==> config.mk <==
export PLATFORM = sky130hd
export DESIGN_NAME = hierarchical_lock_table_core
export DESIGN_NICKNAME = d
export VERILOG_FILES = /design/src/rtl/core/hlt_pkg.sv /design/src/rtl/core/hlt_parent_ram.sv /design/src/rtl/core/hierarchical_lock_table_core.sv
export SDC_FILE = /design/constraint.sdc
export NUM_CORES = 2
export LEC_CHECK = 0
export ABC_CLOCK_PERIOD_IN_PS = 11700
export BUFFER_PORTS_ARGS = -buffer_cell sky130_fd_sc_hd__buf_4
export CAP_MARGIN = 10
export CORE_AREA = 2 2 400 402
export DETAILED_ROUTE_END_ITERATION = 8
export DIE_AREA = 0 0 402 404
export PLACE_DENSITY = 0.65
export SYNTH_ARGS = -nofsm -noshare
export SYNTH_HDL_FRONTEND = slang
export SYNTH_HIERARCHICAL = 1
export SYNTH_SLANG_ARGS = --single-unit
==> constraint.sdc <==
create_clock -name clock -period 11.7 [get_ports clock]
set_clock_uncertainty 0.1 [all_clocks]
set_input_delay 1.17 -clock clock [delete_from_list [all_inputs] [get_ports clock]]
set_output_delay 1.17 -clock clock [all_outputs]
set_load 0.02 [all_outputs]
==> src/rtl/core/hlt_pkg.sv <==
// Shared types, constants and helpers of the hierarchical lock table.
// Used by hlt_parent_ram and hierarchical_lock_table_core; depends on nothing.
package hlt_pkg;

   localparam int NODES  = 64;
   localparam int NODE_W = $clog2(NODES);
   localparam int CNT_W  = NODE_W + 1;
   localparam int PAR_W  = NODE_W + 1;
   localparam int USER_W = 16;
   localparam int REQ_W  = 32;
   localparam int RSP_W  = 8;

   typedef enum logic [1:0] {
      CMD_LOAD    = 2'd0,
      CMD_LOCK    = 2'd1,
      CMD_UNLOCK  = 2'd2,
      CMD_UPGRADE = 2'd3
   } cmd_type;

   typedef enum logic [2:0] {
      ST_IDLE,
      ST_UNLK,
      ST_WALK_RD,
      ST_WALK_CHK,
      ST_SWEEP,
      ST_APPLY,
      ST_FIN
   } state_type;

   typedef struct packed {
      logic              hit;
      logic [NODE_W-1:0] idx;
   } par_type;

   function automatic logic [CNT_W-1:0] active_count(input logic [CNT_W-1:0] cnt);
      logic [CNT_W-1:0] r;
      r = cnt;
      if (cnt == '0) begin
         r = CNT_W'(1);
      end else if (cnt > CNT_W'(NODES)) begin
         r = CNT_W'(NODES);
      end
      return r;
   endfunction

endpackage

==> src/rtl/core/hlt_parent_ram.sv <==
// Parent table memory with one write and one registered read port,
// decoding the read entry into a parent lookup. Depends on hlt_pkg.
module hlt_parent_ram (
   input  logic                      clock,
   input  logic                      wr_en,
   input  logic [hlt_pkg::NODE_W-1:0] wr_addr,
   input  logic [hlt_pkg::PAR_W-1:0]  wr_data,
   input  logic [hlt_pkg::NODE_W-1:0] rd_addr,
   input  logic [hlt_pkg::CNT_W-1:0]  active,
   output hlt_pkg::par_type           rd_par
);
   import hlt_pkg::*;

   logic [PAR_W-1:0] mem [NODES];
   logic [PAR_W-1:0] raw_ff;

   always_ff @(posedge clock) begin
      if (wr_en) begin
         mem[wr_addr] <= wr_data;
      end
      raw_ff <= mem[rd_addr];
   end

   assign rd_par.hit = !raw_ff[PAR_W-1] && ({1'b0, raw_ff[NODE_W-1:0]} < active);
   assign rd_par.idx = raw_ff[NODE_W-1:0];

endmodule

==> src/rtl/core/hierarchical_lock_table_core.sv <==
// Hierarchical lock table top level: stream channels, sequencer, lock state
// and owner memory. Depends on hlt_pkg and hlt_parent_ram.
//
// Usage: one request item on req_* gives exactly one response item on rsp_*.
// A request carries command, node, user and parent; the response carries the
// success flag. csr_wen/csr_wdata set the number of nodes in use; the user
// must write them only while idle, as the block itself does not enforce it.
// Load and lock go from idle straight to the final state; unlock passes
// through ST_UNLK first. Upgrade walks the ancestors (up to n steps), then
// sweeps the parent table for descendants, one parent read per cycle,
// repeating until a pass marks nothing new (at most n passes), then applies
// the result before the final state.
// The parent memory read port sets the rate. req_tready is high only while
// the sequencer is idle. The response sits in an output register, so a new
// request is taken while it waits; a stalled receiver holds the sequencer in
// its final state until the output register frees up.
// Reset unlocks every node and sets the node count to 64; the parent table
// keeps its contents and must be loaded before use.
module hierarchical_lock_table_core (
   input  logic                     clock,
   input  logic                     reset,
   input  logic                     req_tvalid,
   output logic                     req_tready,
   // [1:0] command, [7:2] node, [23:8] user, [30:24] parent_node, [31] zero
   input  logic [hlt_pkg::REQ_W-1:0] req_tdata,
   output logic                     rsp_tvalid,
   input  logic                     rsp_tready,
   // [0] success, [7:1] zero
   output logic [hlt_pkg::RSP_W-1:0] rsp_tdata,
   input  logic                     csr_wen,
   input  logic [hlt_pkg::CNT_W-1:0] csr_wdata
);
   import hlt_pkg::*;

   localparam logic [NODES-1:0] ONE_HOT0 = {{(NODES-1){1'b0}}, 1'b1};

   state_type state_ff, state_in;
   logic [CNT_W-1:0]  cnt_ff;
   logic [CNT_W-1:0]  n_act;
   cmd_type           cmd_ff, cmd_in;
   logic [NODE_W-1:0] nd_ff, nd_in;
   logic [USER_W-1:0] usr_ff, usr_in;
   logic [NODE_W-1:0] cur_ff, cur_in;
   logic [CNT_W-1:0]  step_ff, step_in;
   logic [NODES-1:0]  lk_ff, lk_in;
   logic [NODES-1:0]  mark_ff, mark_in;
   logic [CNT_W-1:0]  sidx_ff, sidx_in;
   logic              pend_ff, pend_in;
   logic [NODE_W-1:0] pidx_ff, pidx_in;
   logic              chg_ff, chg_in;
   logic              ok_ff, ok_in;
   logic              rsp_valid_ff, rsp_valid_in;
   logic              rsp_ok_ff, rsp_ok_in;

   logic [USER_W-1:0] own_mem [NODES];
   logic [USER_W-1:0] own_rd_ff;
   logic              own_we;
   logic [NODE_W-1:0] own_wa;
   logic [USER_W-1:0] own_wd;

   cmd_type           rq_cmd;
   logic [NODE_W-1:0] rq_node;
   logic [USER_W-1:0] rq_user;
   logic [PAR_W-1:0]  rq_par;

   logic              acc;
   logic              in_range;
   logic              slot_free;
   logic              walk_last;
   logic              sweep_end;
   logic [NODES-1:0]  nd_hot;
   logic [NODES-1:0]  desc;
   logic              found;
   logic [USER_W-1:0] own_cur;
   logic [NODE_W-1:0] par_addr;
   par_type           rd_par;

   assign rq_cmd  = cmd_type'(req_tdata[1:0]);
   assign rq_node = req_tdata[7:2];
   assign rq_user = req_tdata[23:8];
   assign rq_par  = req_tdata[30:24];

   assign n_act      = active_count(cnt_ff);
   assign req_tready = (state_ff == ST_IDLE);
   assign acc        = req_tvalid && req_tready;
   assign in_range   = ({1'b0, rq_node} < n_act);
   assign slot_free  = !rsp_valid_ff || rsp_tready;
   assign walk_last  = ((step_ff + CNT_W'(1)) == n_act);
   assign sweep_end  = (sidx_ff == n_act) && !pend_ff;
   assign nd_hot     = ONE_HOT0 << nd_ff;
   assign desc       = mark_ff & lk_ff & ~nd_hot & ~ONE_HOT0;
   assign found      = |desc;
   assign own_cur    = lk_ff[nd_ff] ? own_rd_ff : '0;
   assign par_addr   = (state_ff == ST_SWEEP) ? sidx_ff[NODE_W-1:0] : cur_ff;

   assign rsp_tvalid = rsp_valid_ff;
   assign rsp_tdata  = {{(RSP_W-1){1'b0}}, rsp_ok_ff};

   hlt_parent_ram u_parent (
      .clock   (clock),
      .wr_en   (acc && (rq_cmd == CMD_LOAD)),
      .wr_addr (rq_node),
      .wr_data (rq_par),
      .rd_addr (par_addr),
      .active  (n_act),
      .rd_par  (rd_par)
   );

   always_ff @(posedge clock) begin
      if (own_we) begin
         own_mem[own_wa] <= own_wd;
      end
      own_rd_ff <= own_mem[rq_node];
   end

   always_comb begin
      state_in = state_ff;
      case (state_ff)
         ST_IDLE: begin
            if (acc) begin
               case (rq_cmd)
                  CMD_UNLOCK:  state_in = in_range ? ST_UNLK : ST_FIN;
                  CMD_UPGRADE: state_in = in_range ? ST_WALK_RD : ST_FIN;
                  default:     state_in = ST_FIN;
               endcase
            end
         end
         ST_UNLK:    state_in = ST_FIN;
         ST_WALK_RD: state_in = ST_WALK_CHK;
         ST_WALK_CHK: begin
            if (lk_ff[cur_ff]) begin
               state_in = ST_FIN;
            end else if (!rd_par.hit || walk_last) begin
               state_in = ST_SWEEP;
            end else begin
               state_in = ST_WALK_RD;
            end
         end
         ST_SWEEP: begin
            if (sweep_end && !chg_ff) begin
               state_in = ST_APPLY;
            end
         end
         ST_APPLY: state_in = ST_FIN;
         ST_FIN: begin
            if (slot_free) begin
               state_in = ST_IDLE;
            end
         end
         default: state_in = ST_IDLE;
      endcase
   end

   always_comb begin
      cmd_in       = cmd_ff;
      nd_in        = nd_ff;
      usr_in       = usr_ff;
      cur_in       = cur_ff;
      step_in      = step_ff;
      lk_in        = lk_ff;
      mark_in      = mark_ff;
      sidx_in      = sidx_ff;
      pend_in      = pend_ff;
      pidx_in      = pidx_ff;
      chg_in       = chg_ff;
      ok_in        = ok_ff;
      rsp_valid_in = rsp_valid_ff && !rsp_tready;
      rsp_ok_in    = rsp_ok_ff;
      own_we       = 1'b0;
      own_wa       = nd_ff;
      own_wd       = usr_ff;
      case (state_ff)
         ST_IDLE: begin
            if (acc) begin
               cmd_in  = rq_cmd;
               nd_in   = rq_node;
               usr_in  = rq_user;
               cur_in  = rq_node;
               step_in = '0;
               ok_in   = 1'b0;
               case (rq_cmd)
                  CMD_LOAD: ok_in = 1'b1;
                  CMD_LOCK: begin
                     if (in_range && !lk_ff[rq_node]) begin
                        own_we         = 1'b1;
                        own_wa         = rq_node;
                        own_wd         = rq_user;
                        lk_in[rq_node] = (rq_user != '0);
                        ok_in          = 1'b1;
                     end
                  end
                  default: ok_in = 1'b0;
               endcase
            end
         end
         ST_UNLK: begin
            if (own_cur == usr_ff) begin
               lk_in[nd_ff] = 1'b0;
               ok_in        = 1'b1;
            end
         end
         ST_WALK_CHK: begin
            cur_in  = rd_par.idx;
            step_in = step_ff + CNT_W'(1);
            mark_in = nd_hot;
            sidx_in = '0;
            pend_in = 1'b0;
            chg_in  = 1'b0;
         end
         ST_SWEEP: begin
            if (sidx_ff < n_act) begin
               pend_in = 1'b1;
               pidx_in = sidx_ff[NODE_W-1:0];
               sidx_in = sidx_ff + CNT_W'(1);
            end else begin
               pend_in = 1'b0;
            end
            if (pend_ff && (pidx_ff != nd_ff) && rd_par.hit && mark_ff[rd_par.idx]
                && !mark_ff[pidx_ff]) begin
               mark_in[pidx_ff] = 1'b1;
               chg_in           = 1'b1;
            end
            if (sweep_end) begin
               sidx_in = '0;
               chg_in  = 1'b0;
            end
         end
         ST_APPLY: begin
            if (found) begin
               lk_in        = lk_ff & ~desc;
               lk_in[nd_ff] = (usr_ff != '0);
               own_we       = 1'b1;
               ok_in        = 1'b1;
            end
         end
         ST_FIN: begin
            if (slot_free) begin
               rsp_valid_in = 1'b1;
               rsp_ok_in    = ok_ff;
            end
         end
         default: ok_in = ok_ff;
      endcase
   end

   always_ff @(posedge clock) begin
      if (reset) begin
         state_ff     <= ST_IDLE;
         cnt_ff       <= CNT_W'(NODES);
         lk_ff        <= '0;
         rsp_valid_ff <= 1'b0;
         pend_ff      <= 1'b0;
         chg_ff       <= 1'b0;
      end else begin
         state_ff     <= state_in;
         lk_ff        <= lk_in;
         rsp_valid_ff <= rsp_valid_in;
         pend_ff      <= pend_in;
         chg_ff       <= chg_in;
         if (csr_wen) begin
            cnt_ff <= csr_wdata;
         end
      end
   end

   always_ff @(posedge clock) begin
      cmd_ff    <= cmd_in;
      nd_ff     <= nd_in;
      usr_ff    <= usr_in;
      cur_ff    <= cur_in;
      step_ff   <= step_in;
      mark_ff   <= mark_in;
      sidx_ff   <= sidx_in;
      pidx_ff   <= pidx_in;
      ok_ff     <= ok_in;
      rsp_ok_ff <= rsp_ok_in;
   end

   assert property (@(posedge clock) disable iff (reset)
      (state_ff == ST_FIN && cmd_ff == CMD_LOCK && ok_ff) |-> (lk_ff[nd_ff] == (usr_ff != '0)))
      else $error("lock success did not leave node lock state matching user");

   assert property (@(posedge clock) disable iff (reset)
      (state_ff == ST_FIN && cmd_ff == CMD_UPGRADE && ok_ff) |-> (desc == '0))
      else $error("upgrade success left a locked descendant");

   assert property (@(posedge clock) disable iff (reset)
      (state_ff == ST_WALK_CHK) |-> (step_ff < n_act))
      else $error("ancestor walk ran past node count");

   assert property (@(posedge clock) disable iff (reset)
      (state_ff == ST_SWEEP) |-> (sidx_ff <= n_act))
      else $error("descendant sweep index past node count");

endmodule

==> impl_metrics.csv <==
group,metric,value,unit
logic_synthesis,yosys_most_used_dff,"edfxtp_1",
die,fp.coreArea,158000,µm²
die,die_h,404,µm
clocking,clk_pin_slew,0.06,ns
min_path,hp-class,"register to register",
setup_path,cp-end-kind,"register",
logic_synthesis,ys_ff_latch,1686,
logic_synthesis,synth_compound_area_share,13.8,%
placement,gp_congestion,0.979,
final_layout,layout-drive-gt1-share,14.0,%
routing,drt_iter0_drc,6853,
setup_path,cp_top_family,"simple AND/OR/NAND/NOR gates",
final_layout,final_common_cell,"edfxtp_1",
power_and_ir_drop,power,0.0157,W
grt,gr-usage-all-layers,25.5,%
final_layout,fin_util,49.8,%
power_and_ir_drop,worst_ir_drop_vdd,0.000137,V
die,initial_core_util,44.8,%
sta,rsz0062_at_grt,"no",
routing,ant_nets,0,
outcome,status,"completed",
sta,finalSetupViolations,0,
clocking,holdBufCountCts,0,
logic_synthesis,synth_edf_count,1586,
clocking,numCtsBuffers,168,
sta,relSlewSlack,7.49,%
setup_path,crit_type,"register to register",
logic_synthesis,yosysWarnings,6,
routing,vias,45900,
grt,grt_max_degree,137,
final_layout,syn2layout_area_growth,11.3,%
final_layout,seq_area,49600,µm²
logic_synthesis,ys_seq_area_share,70.2,%
sta,fmax,0.149,GHz
sta,drv_slew,0,
placement,dpl.hpwl,126000,µm
logic_synthesis,synth_largest_area_cell,"edfxtp_1",
logic_synthesis,async_flop_share,0,%
die,die_w,402,µm
setup_path,slowest_stage,"nor4_1",
sta,min_period,6.72,ns
clocking,cts_tree,"built",
clocking,cts_buffer_depth,3,
grt,grt_overflow,0,
setup_path,crit_chain,"buf_4 -> nor4bb_2 -> a21oi_1 -> nor4_1 -> nand4_1 -> nor4_1 -> nor2_1 -> a21oi_1 -> nand2b_1 -> nor2_1 -> buf_4",
final_layout,final_cell_mix,"edfxtp_1, a22oi_1, nand2_1",
grt,grt_pass1_vias,43400,
setup_path,worst_path_largest_cell_delay,1.16,ns
die,dieArea,162000,µm²
sta,period_share,57.4,%
setup_path,critPathBufInv,2,
clocking,cts_setup_buffers,0,
final_layout,multiInputGateArea,19600,µm²
logic_synthesis,synth_top_area_share,67.4,%
logic_synthesis,synthesis.area,70700,µm²
setup_path,setup.worst_path.start_class,"register",
clocking,cts.htree.levels,4,
power_and_ir_drop,p_leak,24.2,nW
clocking,clock_sinks,1686,
logic_synthesis,netlist_top_cells_area,"edfxtp_1, mux4_2, a22oi_1",
routing,vias_per_cell,6.62,
routing,first_pass_iters,6,
setup_path,critPathMaxFanout,47,
logic_synthesis,synth.distinct_cells,84,
logic_synthesis,netlist_instances,4736,
clocking,cts-root-buf,"clkbuf_16",
power_and_ir_drop,power.density,199,nW/µm²
logic_synthesis,yosys.area_share.adder,0.336,%
routing,drc_errors,0,
die,ios,54,
sta,fin_tns_setup,0,ns
routing,wire_per_inst,30.6,µm
final_layout,fillCellCount,13200,
logic_synthesis,synth-xor-area-share,0.372,%
logic_synthesis,synth_simple_gate_area_share,6.75,%
setup_path,crit_required,12.16,ns
flow_run,cap_violations,0,
logic_synthesis,synth_mux_area_share,6.08,%
clocking,clk_latency,0.84,ns
setup_path,arrival,7.18,ns
routing,wl,212000,µm
grt,antenna_found_initial,9,
final_layout,fin_nets,4779,
sta,hold_viol_final,0,
grt,grt_pass1_wl,305000,µm
die,rows,146,
logic_synthesis,synth_top_family_by_area,"compound AO/OA/AOI/OAI gates",
clocking,cts_resized,0,
sta,worst_pin_slew,1.38,ns
logic_synthesis,avgSynthCellArea,14.9,µm²
placement,portBuffers,45,
-- tightest hold or removal path, cell delays in order, from the launching register on --
cell	delay, ns
dfxtp_1	0.32
nand2_1	0.05
a21oi_1	0.05
-- where the power goes --
group	internal (W)	switching, W
Sequential	0.00703	0.000237
Clock	0.00282	0.00233
Combinational	0.00110	0.00217
-- state kept, by name (all words and copies together) (netlist names), named ones only --
name / cells
own_mem: 1024
pidx_ff: 6
cur_ff: 6
usr_ff: 16
sidx_ff: 7
state_ff: 3
rsp_tvalid: 1
pend_ff: 1
step_ff: 7
u_parent/raw_ff: 7
mark_ff: 64
u_parent/mem: 448
ok_ff: 1
cnt_ff: 7
nd_ff: 6
own_rd_ff: 16
rsp_ok_ff: 1
chg_ff: 1
-- path summary, 6_finish.rpt --
check / start / to / slack, ns / depth (start not counted)
min reg2reg: chg_ff / chg_ff / 0.37 / 2
max: nd_ff[2] / own_mem[44][0] / 4.98 / 11
min: chg_ff / chg_ff / 0.37 / 2
max reg2reg: nd_ff[2] / own_mem[44][0] / 4.98 / 11
-- layer usage --
metal	vias up	part of all wire, %	wire, µm	track usage [%]
met1	23200	39	83600	36.0
met5	-	0.016	33	0
met2	2864	45	95900	38.8
li1	19200	-	-	-
met3	552	11	22600	5.35
met4	4	4.5	9530	10.4
-- per-stage QoR --
| stage | hold slack [ns] | instance area (µm²) | std cells | setup WS, ns |
|---|---|---|---|---|
| finish | 0.372 | 78600 | 6928 | 4.98 |
| global route | 0.398 | 78600 | 6927 | 5.01 |
| CTS | 0.373 | 78600 | 6925 | 5.38 |
| detailed placement | 0.364 | 73300 | 6616 | 4.52 |
| global placement | 0.360 | 73300 | 6616 | 4.55 |
| floorplan | 0.300 | 70700 | 4742 | 6.78 |
-- cells in the mapped netlist, types with 73 or more instances --
library cell / instances
edfxtp_1: 1586
a22oi_1: 419
nand2_1: 322
a21oi_1: 266
nor2_1: 258
clkbuf_1: 228
mux4_2: 158
o21ai_0: 146
nand3_1: 139
dfxtp_1: 100
a221oi_1: 96
a22o_1: 86
nand4_1: 78
a211oi_1: 73
-- logic make-up (layout without fill, tap and decap cells) --
kind of cell | after synthesis | in the layout
xor+xnor | 30 | 30
buf+inv | 403 | 516
fa+ha+maj | 19 | 19
simple gates | 997 | 997
mux | 228 | 228
other cells | 1 | 8
flops | 1686 | 1686
compound gates | 1372 | 1372
-- layout make-up --
type                    count  area share [%]
multi-input cells        2653            25.0
flip-flops and latches   1686            63.1
clock inverters            93            1.08
clock buffers             216            5.62
inverters                  31           0.148
diodes                      1         0.00318
well taps                2072            3.30
repair buffers            176            1.78
(Power assumes the default switching activity.)
